### src/sv/eqtt_pkg.sv
// shared types and constants of the quantile threshold tracker
`default_nettype none

package eqtt_pkg;

  localparam int unsigned Q16_W = 17;
  localparam int unsigned PROD_W = 2 * Q16_W;
  localparam logic [Q16_W-1:0] Q16_ONE = 17'd65536;
  localparam logic [PROD_W-1:0] ROUND_HALF = 34'd32768;
  localparam int unsigned FRAC_W = 16;
  localparam int unsigned EDGE_SHIFT = 21;
  localparam int unsigned EDGE_SCALE = 2097152;
  localparam int unsigned THR_W = 15;
  localparam int unsigned BIN_OUT_W = 7;

  localparam int unsigned ADDR_W = 4;
  localparam int unsigned DATA_W = 32;
  localparam logic [1:0] REG_GAIN = 2'd0;
  localparam logic [1:0] REG_INIT = 2'd1;
  localparam logic [1:0] REG_TARGET = 2'd2;

  typedef struct packed {
    logic shift;
    logic fill;
  } cell_ctrl_t;

  typedef struct packed {
    logic start;
    logic shift;
    logic slot_valid;
    logic decay;
    logic hold;
  } upd_ctrl_t;

endpackage

`default_nettype wire

### src/sv/eqtt_cell.sv
// one bin estimate of the shift ring, with parallel fill
`default_nettype none

module eqtt_cell (
  input  wire logic                          clk_i,
  input  wire logic                          rst_ni,
  input  wire eqtt_pkg::cell_ctrl_t          ctrl_i,
  input  wire logic [eqtt_pkg::Q16_W-1:0]    fill_i,
  input  wire logic [eqtt_pkg::Q16_W-1:0]    est_i,
  output logic      [eqtt_pkg::Q16_W-1:0]    est_o
);

  logic [eqtt_pkg::Q16_W-1:0] est_q;
  logic [eqtt_pkg::Q16_W-1:0] est_d;

  always_comb begin
    est_d = est_q;
    if (ctrl_i.fill) begin
      est_d = fill_i;
    end else if (ctrl_i.shift) begin
      est_d = est_i;
    end
  end

  always_ff @(posedge clk_i or negedge rst_ni) begin
    if (!rst_ni) begin
      est_q <= '0;
    end else begin
      est_q <= est_d;
    end
  end

  assign est_o = est_q;

endmodule

`default_nettype wire

### src/sv/eqtt_update.sv
// two-stage estimate update at the ring head and the running threshold search
`default_nettype none

module eqtt_update #(
  parameter int unsigned NUM_BINS = 64
) (
  input  wire logic                                   clk_i,
  input  wire logic                                   rst_ni,
  input  wire eqtt_pkg::upd_ctrl_t                    ctrl_i,
  input  wire logic [$clog2(NUM_BINS+1)-1:0]          bin_i,
  input  wire logic [eqtt_pkg::Q16_W-1:0]             est_i,
  input  wire logic [eqtt_pkg::Q16_W-1:0]             gain_i,
  input  wire logic [eqtt_pkg::Q16_W-1:0]             target_i,
  output logic      [eqtt_pkg::Q16_W-1:0]             est_o,
  output logic                                        found_o,
  output logic      [$clog2(NUM_BINS+1)-1:0]          bin_o,
  output logic      [eqtt_pkg::THR_W-1:0]             thr_o
);

  localparam int unsigned CNT_W = $clog2(NUM_BINS + 1);
  localparam int unsigned DIV = NUM_BINS * 100;
  localparam int unsigned STEP_Q = eqtt_pkg::EDGE_SCALE / DIV;
  localparam int unsigned STEP_R = eqtt_pkg::EDGE_SCALE % DIV;
  localparam int unsigned REM_W = $clog2(DIV) + 1;
  localparam int unsigned W = eqtt_pkg::Q16_W;

  logic [W-1:0]                p_est_q;
  logic [eqtt_pkg::PROD_W-1:0] p_prod_q;
  logic                        p_decay_q;
  logic                        p_hold_q;
  logic                        p_valid_q;
  logic [CNT_W-1:0]            p_bin_q;

  logic                        found_q, found_d;
  logic [CNT_W-1:0]            res_bin_q, res_bin_d;
  logic [eqtt_pkg::THR_W-1:0]  thr_q, thr_d;
  logic [REM_W-1:0]            rem_q, rem_d;
  logic [eqtt_pkg::THR_W-1:0]  res_thr_q, res_thr_d;

  logic [eqtt_pkg::PROD_W-1:0] prod_rnd;
  logic [W:0]                  dec;
  logic [W-1:0]                shrunk;
  logic [W:0]                  grown;
  logic [W-1:0]                est_new;
  logic [REM_W-1:0]            rem_sum;

  always_ff @(posedge clk_i) begin
    if (ctrl_i.shift) begin
      p_est_q   <= est_i;
      p_prod_q  <= eqtt_pkg::PROD_W'(est_i) * eqtt_pkg::PROD_W'(gain_i);
      p_decay_q <= ctrl_i.decay;
      p_hold_q  <= ctrl_i.hold;
      p_bin_q   <= bin_i;
    end
  end

  always_ff @(posedge clk_i or negedge rst_ni) begin
    if (!rst_ni) begin
      p_valid_q <= 1'b0;
    end else if (ctrl_i.start) begin
      p_valid_q <= 1'b0;
    end else if (ctrl_i.shift) begin
      p_valid_q <= ctrl_i.slot_valid;
    end
  end

  // rounded decay, plus growth toward one with saturation unless decaying; hold keeps the estimate
  always_comb begin
    prod_rnd = p_prod_q + eqtt_pkg::ROUND_HALF;
    dec      = prod_rnd[eqtt_pkg::PROD_W-1:eqtt_pkg::FRAC_W];
    shrunk   = (dec <= {1'b0, p_est_q}) ? W'({1'b0, p_est_q} - dec) : '0;
    grown    = {1'b0, shrunk} + {1'b0, gain_i};
    if (p_hold_q) begin
      est_new = p_est_q;
    end else if (p_decay_q) begin
      est_new = shrunk;
    end else if (grown > {1'b0, eqtt_pkg::Q16_ONE}) begin
      est_new = eqtt_pkg::Q16_ONE;
    end else begin
      est_new = W'(grown);
    end
  end

  assign est_o = est_new;

  // threshold scale kept as quotient and remainder, stepped once per bin
  always_comb begin
    found_d   = found_q;
    res_bin_d = res_bin_q;
    res_thr_d = res_thr_q;
    thr_d     = thr_q;
    rem_d     = rem_q;
    rem_sum   = rem_q + REM_W'(STEP_R);
    if (ctrl_i.start) begin
      found_d = 1'b0;
      thr_d   = '0;
      rem_d   = '0;
    end else if (ctrl_i.shift && p_valid_q && !found_q) begin
      if (target_i < est_new) begin
        found_d   = 1'b1;
        res_bin_d = p_bin_q;
        res_thr_d = thr_q;
      end else if (rem_sum >= REM_W'(DIV)) begin
        rem_d = rem_sum - REM_W'(DIV);
        thr_d = thr_q + eqtt_pkg::THR_W'(STEP_Q + 1);
      end else begin
        rem_d = rem_sum;
        thr_d = thr_q + eqtt_pkg::THR_W'(STEP_Q);
      end
    end
  end

  always_ff @(posedge clk_i or negedge rst_ni) begin
    if (!rst_ni) begin
      found_q <= 1'b0;
      thr_q   <= '0;
      rem_q   <= '0;
    end else begin
      found_q <= found_d;
      thr_q   <= thr_d;
      rem_q   <= rem_d;
    end
  end

  always_ff @(posedge clk_i) begin
    res_bin_q <= res_bin_d;
    res_thr_q <= res_thr_d;
  end

  assign found_o = found_q;
  assign bin_o   = found_q ? res_bin_q : CNT_W'(NUM_BINS);
  assign thr_o   = found_q ? res_thr_q : thr_q;

endmodule

`default_nettype wire

### src/sv/ema_quantile_threshold_tracker.sv
// top level: config registers, bin ring of cells, update unit and item control
//
//  channel  dir  handshake            payload
//  in       in   in_valid/in_ready    cmd_i, sample_q16_i
//  out      out  out_valid/out_ready  threshold_bin_o, threshold_q16_o
//  cfg      in   apb psel/penable     paddr, pwdata, prdata
//
// an item runs through the accept cycle, then the shifts that rotate the ring
// once through the two-stage update unit at its head, then the load of the
// output register.
// reset clears every bin to zero and restores the register defaults.
// a new item is taken once the ring pass is done and the result has a place
// in the output register; a stalled output holds the finished result.
`default_nettype none

module ema_quantile_threshold_tracker #(
  parameter int unsigned NUM_BINS = 64
) (
  input  wire logic                               clk_i,
  input  wire logic                               rst_ni,
  input  wire logic                               in_valid_i,
  output logic                                    in_ready_o,
  input  wire logic                               cmd_i,
  input  wire logic [eqtt_pkg::Q16_W-1:0]         sample_q16_i,
  output logic                                    out_valid_o,
  input  wire logic                               out_ready_i,
  output logic      [eqtt_pkg::BIN_OUT_W-1:0]     threshold_bin_o,
  output logic      [eqtt_pkg::THR_W-1:0]         threshold_q16_o,
  input  wire logic                               psel,
  input  wire logic                               penable,
  input  wire logic                               pwrite,
  input  wire logic [eqtt_pkg::ADDR_W-1:0]        paddr,
  input  wire logic [eqtt_pkg::DATA_W-1:0]        pwdata,
  output logic      [eqtt_pkg::DATA_W-1:0]        prdata,
  output logic                                    pready
);

  localparam int unsigned W = eqtt_pkg::Q16_W;
  localparam int unsigned CNT_W = $clog2(NUM_BINS + 1);
  localparam int unsigned LHS_SCALE = NUM_BINS * 100;
  localparam int unsigned LHS_W = W + $clog2(LHS_SCALE + 1);
  localparam int unsigned EDGE_W = CNT_W + 1 + eqtt_pkg::EDGE_SHIFT;
  localparam int unsigned CMP_W = (LHS_W > EDGE_W) ? LHS_W : EDGE_W;

  typedef enum logic [2:0] {
    ST_IDLE = 3'b001,
    ST_RUN  = 3'b010,
    ST_DONE = 3'b100
  } state_e;

  state_e state_q, state_d;

  logic [W-1:0] gain_reg_q, init_reg_q, target_reg_q;
  logic [W-1:0] gain, fill_val;
  logic         cfg_wr;

  logic              mode_init_q;
  logic [LHS_W-1:0]  lhs_q;
  logic [CNT_W-1:0]  cnt_q, cnt_d;
  logic              in_acc;
  logic              pass_last;

  logic                 out_valid_q;
  logic [CNT_W-1:0]     out_bin_q;
  logic [eqtt_pkg::THR_W-1:0] out_thr_q;
  logic                 out_load;

  eqtt_pkg::cell_ctrl_t cell_ctrl;
  eqtt_pkg::upd_ctrl_t  upd_ctrl;
  logic [W-1:0]         est [NUM_BINS];
  logic [W-1:0]         est_head;
  logic [EDGE_W-1:0]    edge_val;
  logic                 srch_found;
  logic [CNT_W-1:0]     srch_bin;
  logic [eqtt_pkg::THR_W-1:0] srch_thr;

  // configuration port
  assign pready = 1'b1;
  assign cfg_wr = psel && penable && pwrite;

  always_ff @(posedge clk_i or negedge rst_ni) begin
    if (!rst_ni) begin
      gain_reg_q   <= 17'd655;
      init_reg_q   <= 17'd3277;
      target_reg_q <= 17'd328;
    end else if (cfg_wr) begin
      unique case (paddr[3:2])
        eqtt_pkg::REG_GAIN:   gain_reg_q   <= pwdata[W-1:0];
        eqtt_pkg::REG_INIT:   init_reg_q   <= pwdata[W-1:0];
        eqtt_pkg::REG_TARGET: target_reg_q <= pwdata[W-1:0];
        default: ;
      endcase
    end
  end

  always_comb begin
    unique case (paddr[3:2])
      eqtt_pkg::REG_GAIN:   prdata = eqtt_pkg::DATA_W'(gain_reg_q);
      eqtt_pkg::REG_INIT:   prdata = eqtt_pkg::DATA_W'(init_reg_q);
      eqtt_pkg::REG_TARGET: prdata = eqtt_pkg::DATA_W'(target_reg_q);
      default:              prdata = '0;
    endcase
  end

  always_comb begin
    gain = gain_reg_q;
    if (gain_reg_q == '0) begin
      gain = W'(1);
    end else if (gain_reg_q > eqtt_pkg::Q16_ONE) begin
      gain = eqtt_pkg::Q16_ONE;
    end
    fill_val = (init_reg_q > eqtt_pkg::Q16_ONE) ? eqtt_pkg::Q16_ONE : init_reg_q;
  end

  // item control
  assign in_ready_o = (state_q == ST_IDLE);
  assign in_acc     = in_valid_i && in_ready_o;
  assign pass_last  = (cnt_q == CNT_W'(NUM_BINS));
  assign out_load   = (state_q == ST_DONE) && (!out_valid_q || out_ready_i);

  always_comb begin
    state_d = state_q;
    cnt_d   = cnt_q;
    unique case (state_q)
      ST_IDLE: begin
        if (in_acc) begin
          state_d = ST_RUN;
          cnt_d   = '0;
        end
      end
      ST_RUN: begin
        if (pass_last) begin
          state_d = ST_DONE;
        end else begin
          cnt_d = cnt_q + CNT_W'(1);
        end
      end
      ST_DONE: begin
        if (out_load) begin
          state_d = ST_IDLE;
        end
      end
      default: state_d = ST_IDLE;
    endcase
  end

  always_ff @(posedge clk_i or negedge rst_ni) begin
    if (!rst_ni) begin
      state_q <= ST_IDLE;
      cnt_q   <= '0;
    end else begin
      state_q <= state_d;
      cnt_q   <= cnt_d;
    end
  end

  always_ff @(posedge clk_i) begin
    if (in_acc) begin
      mode_init_q <= cmd_i;
      lhs_q       <= LHS_W'(sample_q16_i) * LHS_W'(LHS_SCALE);
    end
  end

  // ring of bins, tail cell holds the next bin to update
  assign cell_ctrl.fill  = in_acc && cmd_i;
  assign cell_ctrl.shift = (state_q == ST_RUN);

  for (genvar i = 0; i < NUM_BINS; i++) begin : g_cell
    if (i == 0) begin : g_head
      eqtt_cell u_cell (
        .clk_i  (clk_i),
        .rst_ni (rst_ni),
        .ctrl_i (cell_ctrl),
        .fill_i (fill_val),
        .est_i  (est_head),
        .est_o  (est[i])
      );
    end else begin : g_body
      eqtt_cell u_cell (
        .clk_i  (clk_i),
        .rst_ni (rst_ni),
        .ctrl_i (cell_ctrl),
        .fill_i (fill_val),
        .est_i  (est[i-1]),
        .est_o  (est[i])
      );
    end
  end

  assign edge_val = {(CNT_W + 1)'(cnt_q) + (CNT_W + 1)'(1),
                     eqtt_pkg::EDGE_SHIFT'(0)};

  assign upd_ctrl.start      = in_acc;
  assign upd_ctrl.shift      = (state_q == ST_RUN);
  assign upd_ctrl.slot_valid = !pass_last;
  assign upd_ctrl.decay      = CMP_W'(lhs_q) > CMP_W'(edge_val);
  assign upd_ctrl.hold       = mode_init_q;

  eqtt_update #(
    .NUM_BINS (NUM_BINS)
  ) u_update (
    .clk_i    (clk_i),
    .rst_ni   (rst_ni),
    .ctrl_i   (upd_ctrl),
    .bin_i    (cnt_q),
    .est_i    (est[NUM_BINS-1]),
    .gain_i   (gain),
    .target_i (target_reg_q),
    .est_o    (est_head),
    .found_o  (srch_found),
    .bin_o    (srch_bin),
    .thr_o    (srch_thr)
  );

  // output register
  always_ff @(posedge clk_i or negedge rst_ni) begin
    if (!rst_ni) begin
      out_valid_q <= 1'b0;
    end else if (out_load) begin
      out_valid_q <= 1'b1;
    end else if (out_ready_i) begin
      out_valid_q <= 1'b0;
    end
  end

  always_ff @(posedge clk_i) begin
    if (out_load) begin
      out_bin_q <= srch_bin;
      out_thr_q <= srch_thr;
    end
  end

  assign out_valid_o     = out_valid_q;
  assign threshold_bin_o = eqtt_pkg::BIN_OUT_W'(out_bin_q);
  assign threshold_q16_o = out_thr_q;

  assert property (@(posedge clk_i) disable iff (!rst_ni)
    (state_q == ST_RUN) |-> (cnt_q <= CNT_W'(NUM_BINS)))
    else $error("ring pass counter ran past the bin count");

  assert property (@(posedge clk_i) disable iff (!rst_ni)
    in_acc |=> (state_q == ST_RUN) && (cnt_q == '0))
    else $error("accepted item did not start a ring pass");

  assert property (@(posedge clk_i) disable iff (!rst_ni)
    $rose(out_valid_q) |-> $past(state_q == ST_DONE))
    else $error("result shown without a finished pass");

  assert property (@(posedge clk_i) disable iff (!rst_ni)
    (state_q == ST_DONE) && !srch_found |-> (srch_bin == CNT_W'(NUM_BINS)))
    else $error("search miss does not report the bin count");

endmodule

`default_nettype wire
### config.mk
export PLATFORM = sky130hd
export DESIGN_NAME = ema_quantile_threshold_tracker
export DESIGN_NICKNAME = d
export VERILOG_FILES = /design/src/sv/eqtt_pkg.sv /design/src/sv/eqtt_cell.sv /design/src/sv/eqtt_update.sv /design/src/sv/ema_quantile_threshold_tracker.sv
export SDC_FILE = /design/constraint.sdc
export NUM_CORES = 2
export LEC_CHECK = 0
export ABC_AREA = 1
export BUFFER_PORTS_ARGS = -buffer_cell sky130_fd_sc_hd__buf_2
export CORE_ASPECT_RATIO = 1.75
export CORE_MARGIN = 2
export CORE_UTILIZATION = 56
export DETAILED_ROUTE_END_ITERATION = 10
export GPL_ROUTABILITY_DRIVEN = 0
export HOLD_SLACK_MARGIN = 0.03
export PLACE_DENSITY = 0.72
export SLEW_MARGIN = 15
export SYNTH_ARGS = -nofsm -noshare
export SYNTH_HDL_FRONTEND = slang
export SYNTH_HIERARCHICAL = 1
export SYNTH_SLANG_ARGS = --single-unit
export TNS_END_PERCENT = 50
### constraint.sdc
create_clock -name clk_i -period 14.25 [get_ports clk_i]
set_input_delay 1.425 -clock clk_i [delete_from_list [all_inputs] [get_ports clk_i]]
set_output_delay 1.425 -clock clk_i [all_outputs]
set_load 0.1 [all_outputs]
Word level (Yosys, flattened, before mapping)
Cells that the tools add are included.
W data, S select, Z words.
- output and inout bits: 57
- logic and storage cells: 301
- bits of input ports: 61
- flip-flop bits (word level): 1308
- muxes and demuxes: 159
- equal/unequal tests: 11
- bitwise operators: 1
- multipliers: 2
- reductions and logical operators: 27
- $add $sub $neg: 9
- $lt $le $gt $ge: 7
- operators by type and width (operator ; number):
    $mux W17 ; 135
    $mux W15 ; 5
    $mux W14 ; 4
    $pmux W17 S3 ; 1
    $add A34 B16 Y34 const B ; 1
    $gt A17 B17 Y1 const B ; 2
    $mul A17 B17 Y34 ; 1
    $add A15 B9 Y15 const B ; 2
    $gt A30 B29 Y1 ; 1
    $mul A17 B5 Y22 const B ; 1
    $add A17 B17 Y18 ; 1
    $gt A18 B17 Y1 const B ; 1
    $le A18 B17 Y1 ; 1
    $logic_not A17 Y1 ; 1
    $lt A17 B17 Y1 ; 1
    $sub A17 B17 Y17 ; 1
    $add A14 B13 Y14 const B ; 1
    $ge A14 B13 Y1 const B ; 1
    $mux W7 ; 2
    $pmux W7 S2 ; 1
    $sub A14 B13 Y14 const B ; 1
    $reduce_bool A2 Y1 ; 6
    $reduce_and A2 Y1 ; 5
    $mux W3 ; 3
    18 further kinds ; 37

Logic depth before layout (Yosys ltp)
- depth in word-level cells: 12
- depth in mapped cells: 55
- depth with buffers taken out: 53

Cells and area by module
Netlist, hierarchy kept.
- modules (own cells, without submodules) (module ; cells an instance ; seq. area each (µm²) ; times used ; area each (µm²)):
    eqtt_cell ; 93 ; 425.4 ; 64 ; 800.8
    eqtt_update ; 2173 ; 2587.5 ; 1 ; 16771.1
    ema_quantile_threshold_tracker ; 778 ; 2924.1 ; 1 ; 6731.5

Least setup slack after synthesis
Ideal clock, no wire load.
- path type: register to register
- start: reg u_update/p_prod_q[15] (netlist name)
- end: reg u_update.res_bin_q[0] (enable)
- stages on the path, launching flop included: 46
- path buffers: 2
- arrival: 7.021 ns
- path slack: 6.828 ns
- cell sequence: edfxtp_1 > ha_1 > nand2_1 > nor2_2 > nand2_2 > nor2_1 > inv_1 > nor4_1 > xnor2_1 > inv_1 > ha_1 > nand2_1 > nor2_1 > nand3_1 > nor4_1 > nand4_1 > nand2_2 > buf_6 > [... 10 more ...] > nand2_1 > nand2_1 > nor2_1 > nand3_2 > nand2_4 > nand2_1 > a21oi_1 > o22ai_1 > ha_1 > a21oi_1 > o21ai_0 > nand3_1 > nand2_1 > nand2_1 > a21oi_1 > nor4_1 > nand2_4 > nor2_1
- longest elaborated chain between the ends: 10
- elaborated cells on any way between the ends: 11
- those cells by class: add/sub (3); order compare (3); mux (4); reduce/logical (1)
- RTL lines (item ; line ; text):
    start: declaration ; eqtt_update.sv:28 ; logic [eqtt_pkg::PROD_W-1:0] p_prod_q;
    start signal: assignment ; eqtt_update.sv:50 ; p_prod_q <= eqtt_pkg::PROD_W'(est_i) * eqtt_pkg::PROD_W'(gain_i);
    $add A34 B16 Y34 * ; eqtt_update.sv:69 ; prod_rnd = p_prod_q + eqtt_pkg::ROUND_HALF;
    $sub A17 B17 Y17 / $le A18 B17 Y1 (equally long branches) ; eqtt_update.sv:71 ; shrunk = (dec <= {1'b0, p_est_q}) ? W'({1'b0, p_est_q} - dec) : '0;
    $mux W17 * ; eqtt_update.sv:71 ;
    $add A17 B17 Y18 ; eqtt_update.sv:72 ; grown = {1'b0, shrunk} + {1'b0, gain_i};
    $gt A18 B17 Y1 ; eqtt_update.sv:77 ; end else if (grown > {1'b0, eqtt_pkg::Q16_ONE}) begin
    $mux W17 ; eqtt_update.sv:77 ;
    $mux W17 * ; eqtt_update.sv:75 ; end else if (p_decay_q) begin
    $mux W17 * ; eqtt_update.sv:73 ; if (p_hold_q) begin
    $lt A17 B17 Y1 * ; eqtt_update.sv:99 ; if (target_i < est_new) begin
    $reduce_and A3 Y1 (no source line) * ; n/a ;
    end signal: assignment ; eqtt_update.sv:126 ; res_bin_q <= res_bin_d;
    end: declaration ; eqtt_update.sv:35 ; logic [CNT_W-1:0] res_bin_q, res_bin_d;
Mark *: on every way between the ends. The rest lies on a longest branch, timed or not.
A chain may end at the register's enable or synchronous reset.

Worst setup path after layout
- start: reg u_update/p_prod_q[15] (netlist name)
- end: reg u_update/res_thr_q[10] (netlist name) (enable)
- longest elaborated chain between the ends: 10
- elaborated cells on any way between the ends: 11
- those cells by class: add/sub (3); order compare (3); mux (4); reduce/logical (1)
- RTL lines (item ; line ; text):
    $add A34 B16 Y34 * ; eqtt_update.sv:69 ;
    $sub A17 B17 Y17 / $le A18 B17 Y1 (equally long branches) ; eqtt_update.sv:71 ;
    $mux W17 * ; eqtt_update.sv:71 ;
    $add A17 B17 Y18 ; eqtt_update.sv:72 ;
    $gt A18 B17 Y1 ; eqtt_update.sv:77 ;
    $mux W17 ; eqtt_update.sv:77 ;
    $mux W17 * ; eqtt_update.sv:75 ;
    $mux W17 * ; eqtt_update.sv:73 ;
    $lt A17 B17 Y1 * ; eqtt_update.sv:99 ;
    $reduce_and A3 Y1 (no source line) * ; n/a ;
    end signal: assignment ; eqtt_update.sv:127 ; res_thr_q <= res_thr_d;
    end: declaration ; eqtt_update.sv:38 ; logic [eqtt_pkg::THR_W-1:0] res_thr_q, res_thr_d;
Marked as above.

==> out/metrics.csv <==
metric,value,unit
status,completed,
fin crit period,9179,ps
count of final setup violators,0,
GRT overflow,0,
r2r startpoint,u_update/p_prod_q[15],
clk slew on worst S/H paths,70,ps
Via density,5.652,
"top cells by area, synth","dfrtp_1 39%, nand3_1 15%, nand2_1 15%, fa_1 6.3%, edfxtp_1 4.5%",
register area share after synthesis,43.80,%
RSZ-0062 raised after global routing,false,
Via Count,59251,
WL met3,9019,um
layout cells sized above 1,6.888,%
max incr delay on CP,590,ps
area share of the largest cell type after synthesis,38.70,%
Startpoint Class,flip-flop,
Worst Skew,72.60,ps
number of fill cells,11527,
Final ANT Viol Nets,0,
Post-CTS Setup Repair Bufs,0,
Critical Path AT,9550,ps
Worst Slack Setup Final,5071,ps
CTS resizes,0,
Clock Root Buffer,clkbuf_16,
"Slew Viols, Final",0,
Final nets,9227,
most frequent cells in the layout,"2,927 x nand2_1, 2,251 x nand3_1, 1,155 x dfrtp_1, 662 x inv_1, 240 x ha_1",
Die H,487.3,um
Wirelength per Cell,17.95,um
static leakage,38.58,nW
slew margin rel.,15.62,%
HP Class,reg -> reg,
Synth-to-Final Area Change,4.524,%
core box area,0.1327,mm2
placed inst area,0.07421,mm2
asr flop ratio synth,91.28,%
Crit Path Class,reg -> reg,
Hold Startpoint,u_update/p_bin_q[2],
worst slew pin tran,1264,ps
"Slowest-stage cell, CP",nor2_4,
clock buffer count from CTS,115,
most frequent CP cell,nand2_1,
reg-to-reg endpoint,u_update/res_thr_q[10],
router iterations before antenna repair,5,
crit end category,flip-flop,
Clock Path Buffers,3,
Site Rows,177,
initial antenna violation count,1,
vias in the first global route,59614,
hold endpoint,u_update/res_bin_q[2],
period utilisation layout,64.41,%
total wire length,188200,um
Die X-Extent,280.2,um
overall global routing resource usage,28.06,%
average size of a mapped cell,8.396,um2
H-tree lvl count,3,
met1 WL,71720,um
"Distinct cells, synth",60,
die area,0.1365,mm2
IO Count,118,
Tot Pwr,0.01467,W
Max Used Layer,met4,
Crit Path Max Fanout,22,
power density cells,187.8,mW/mm2
Max Cap Violations,0,
Post-synth EDFFs,112,
port bufs,84,
VDD IR max,131.8,uV
Worst R2R Setup Slack,5070,ps
Final TNS setup,0,ps
hold depth,0,
Inst Count DP,10273,
Yosys reg bits,1285,
Clock Latency Late Sink,760,ps
final non-filler cell total,10484,
Synth Cell Area,0.07475,mm2
largest net degree at the start of global routing,203,
Cells after Synth,8903,
Iteration-0 DRC Markers,5393,
"commonest non-fill, non-tap cell in the layout",nand2_1,
Final Hold Fails,0,
post-place setup slack,5184,ps
Final Cell Area,0.07813,mm2
Starting Density,56.35,%
HPWL after detailed placement,121200,um
"Data required, critical path",14620,ps
r2r worst-path depth,44,
TritonCTS clock tree,done,
Synth area leader,dfrtp_1,
clock tree sinks,1285,
first-pass GRT wire length,312100,um
Ys Warns,6,
highest clock rate,108.9,MHz
DR DRC count,0,
"Top FF cell, synth",dfrtp_1,
met2 WL post-DR,95620,um
CTS Hold Bufs,0,
-- routing by layer --
metal	GRT usage, %	vias to the layer above
li1	-	28412
met5	0	-
met4	16.48	0
met2	49.19	1742
met1	33.07	28537
met3	3.253	560
-- cells by family after synthesis --
kind of cell               count (synthesis)  share of synthesized area [%]
AOI/OAI and AO/OA                        298                          2.317
xor gates and xnor gates                  85                         0.9959
adders and majority gates                476                          10.34
buffers and inverters                   1239                          9.059
DFF                                     1285                          43.80
other                                      2                        0.01005
and+or+nand+nor                         5518                          33.49
-- how the worst max path moves through the flow --
| stage | endpoint | start | slack, ps | cells after the start |
|---|---|---|---|---|
| after floorplan | u_update/res_bin_q[0] | u_update/p_prod_q[15] | 6830 | 45 |
| final | u_update/res_thr_q[10] | u_update/p_prod_q[15] | 5070 | 44 |
| after global placement | u_update/res_thr_q[7] | u_update/p_prod_q[15] | 5220 | 45 |
| after CTS | u_update/res_thr_q[8] | u_update/p_prod_q[15] | 5040 | 45 |
| after global routing | u_update/res_thr_q[7] | u_update/p_prod_q[15] | 4370 | 44 |
| after detailed placement | u_update/res_thr_q[7] | u_update/p_prod_q[15] | 5180 | 45 |
-- where the power goes --
group | total, W | internal [W] | switching [W]
registers | 0.00557 | 0.00483 | 0.000739
clock network | 0.00324 | 0.00181 | 0.00143
logic | 0.00586 | 0.00177 | 0.00409
-- cells in the mapped netlist (20+ instances only) --
cell and instances:
nand2_1 2927, nand3_1 2251, dfrtp_1 1156, inv_1 662, ha_1 240, fa_1 236, buf_6 195, buf_4 144
nor2_1 135, edfxtp_1 112, a21oi_1 96, clkbuf_1 88, o21ai_0 87, buf_2 75, inv_2 71, xor2_1 66
nor2_8 64, nand4_1 32, nand2_2 28, o211ai_1 25, o21ai_1 25, nor3_1 20
-- worst max-delay path: cells and delay by family (launching register included) --
| kind | cells | cell delay [ps] |
|---|---|---|
| buffers and inverters | 4 | 440 |
| AND/OR/NAND/NOR | 30 | 5290 |
| AO/OA/AOI/OAI | 4 | 840 |
| adder cells (fa/ha/maj) | 5 | 1630 |
| flip-flops | 1 | 350 |
| XOR/XNOR | 1 | 200 |
-- flip-flops by register name, summed over array words and instances, names as in the netlist, 17 cells and up --
signal	cells
gain_reg_q	17
u_update/p_est_q	17
u_update/p_prod_q	19
init_reg_q	17
target_reg_q	17
g_cell.g_head.u_cell/est_o	17
lhs_q	22
g_cell.g_body.u_cell/est_o	1071
-- metrics by stage --
step / util [%] / hold slack (ps)
floorplan: - / 400.3
CTS: 58.89 / 425.7
detailed placement: 55.94 / 407.4
finish: 58.90 / 425.2
global placement: 55.94 / 401.1
global route: 58.90 / 440.3
-- layout make-up --
class / count / area (um2) / area share (%)
Antenna cell: 1 / 2.502 / 0.003203
Clock inverter: 36 / 407.9 / 0.5220
Multi-Input combinational cell: 6393 / 35450 / 45.37
Timing Repair Buffer: 161 / 1146 / 1.467
Tap cell: 1700 / 2127 / 2.722
Sequential cell: 1285 / 32740 / 41.90
Clock buffer: 174 / 3507 / 4.489
Inverter: 734 / 2755 / 3.526
Note: power is estimated with default switching activity, not from simulation.
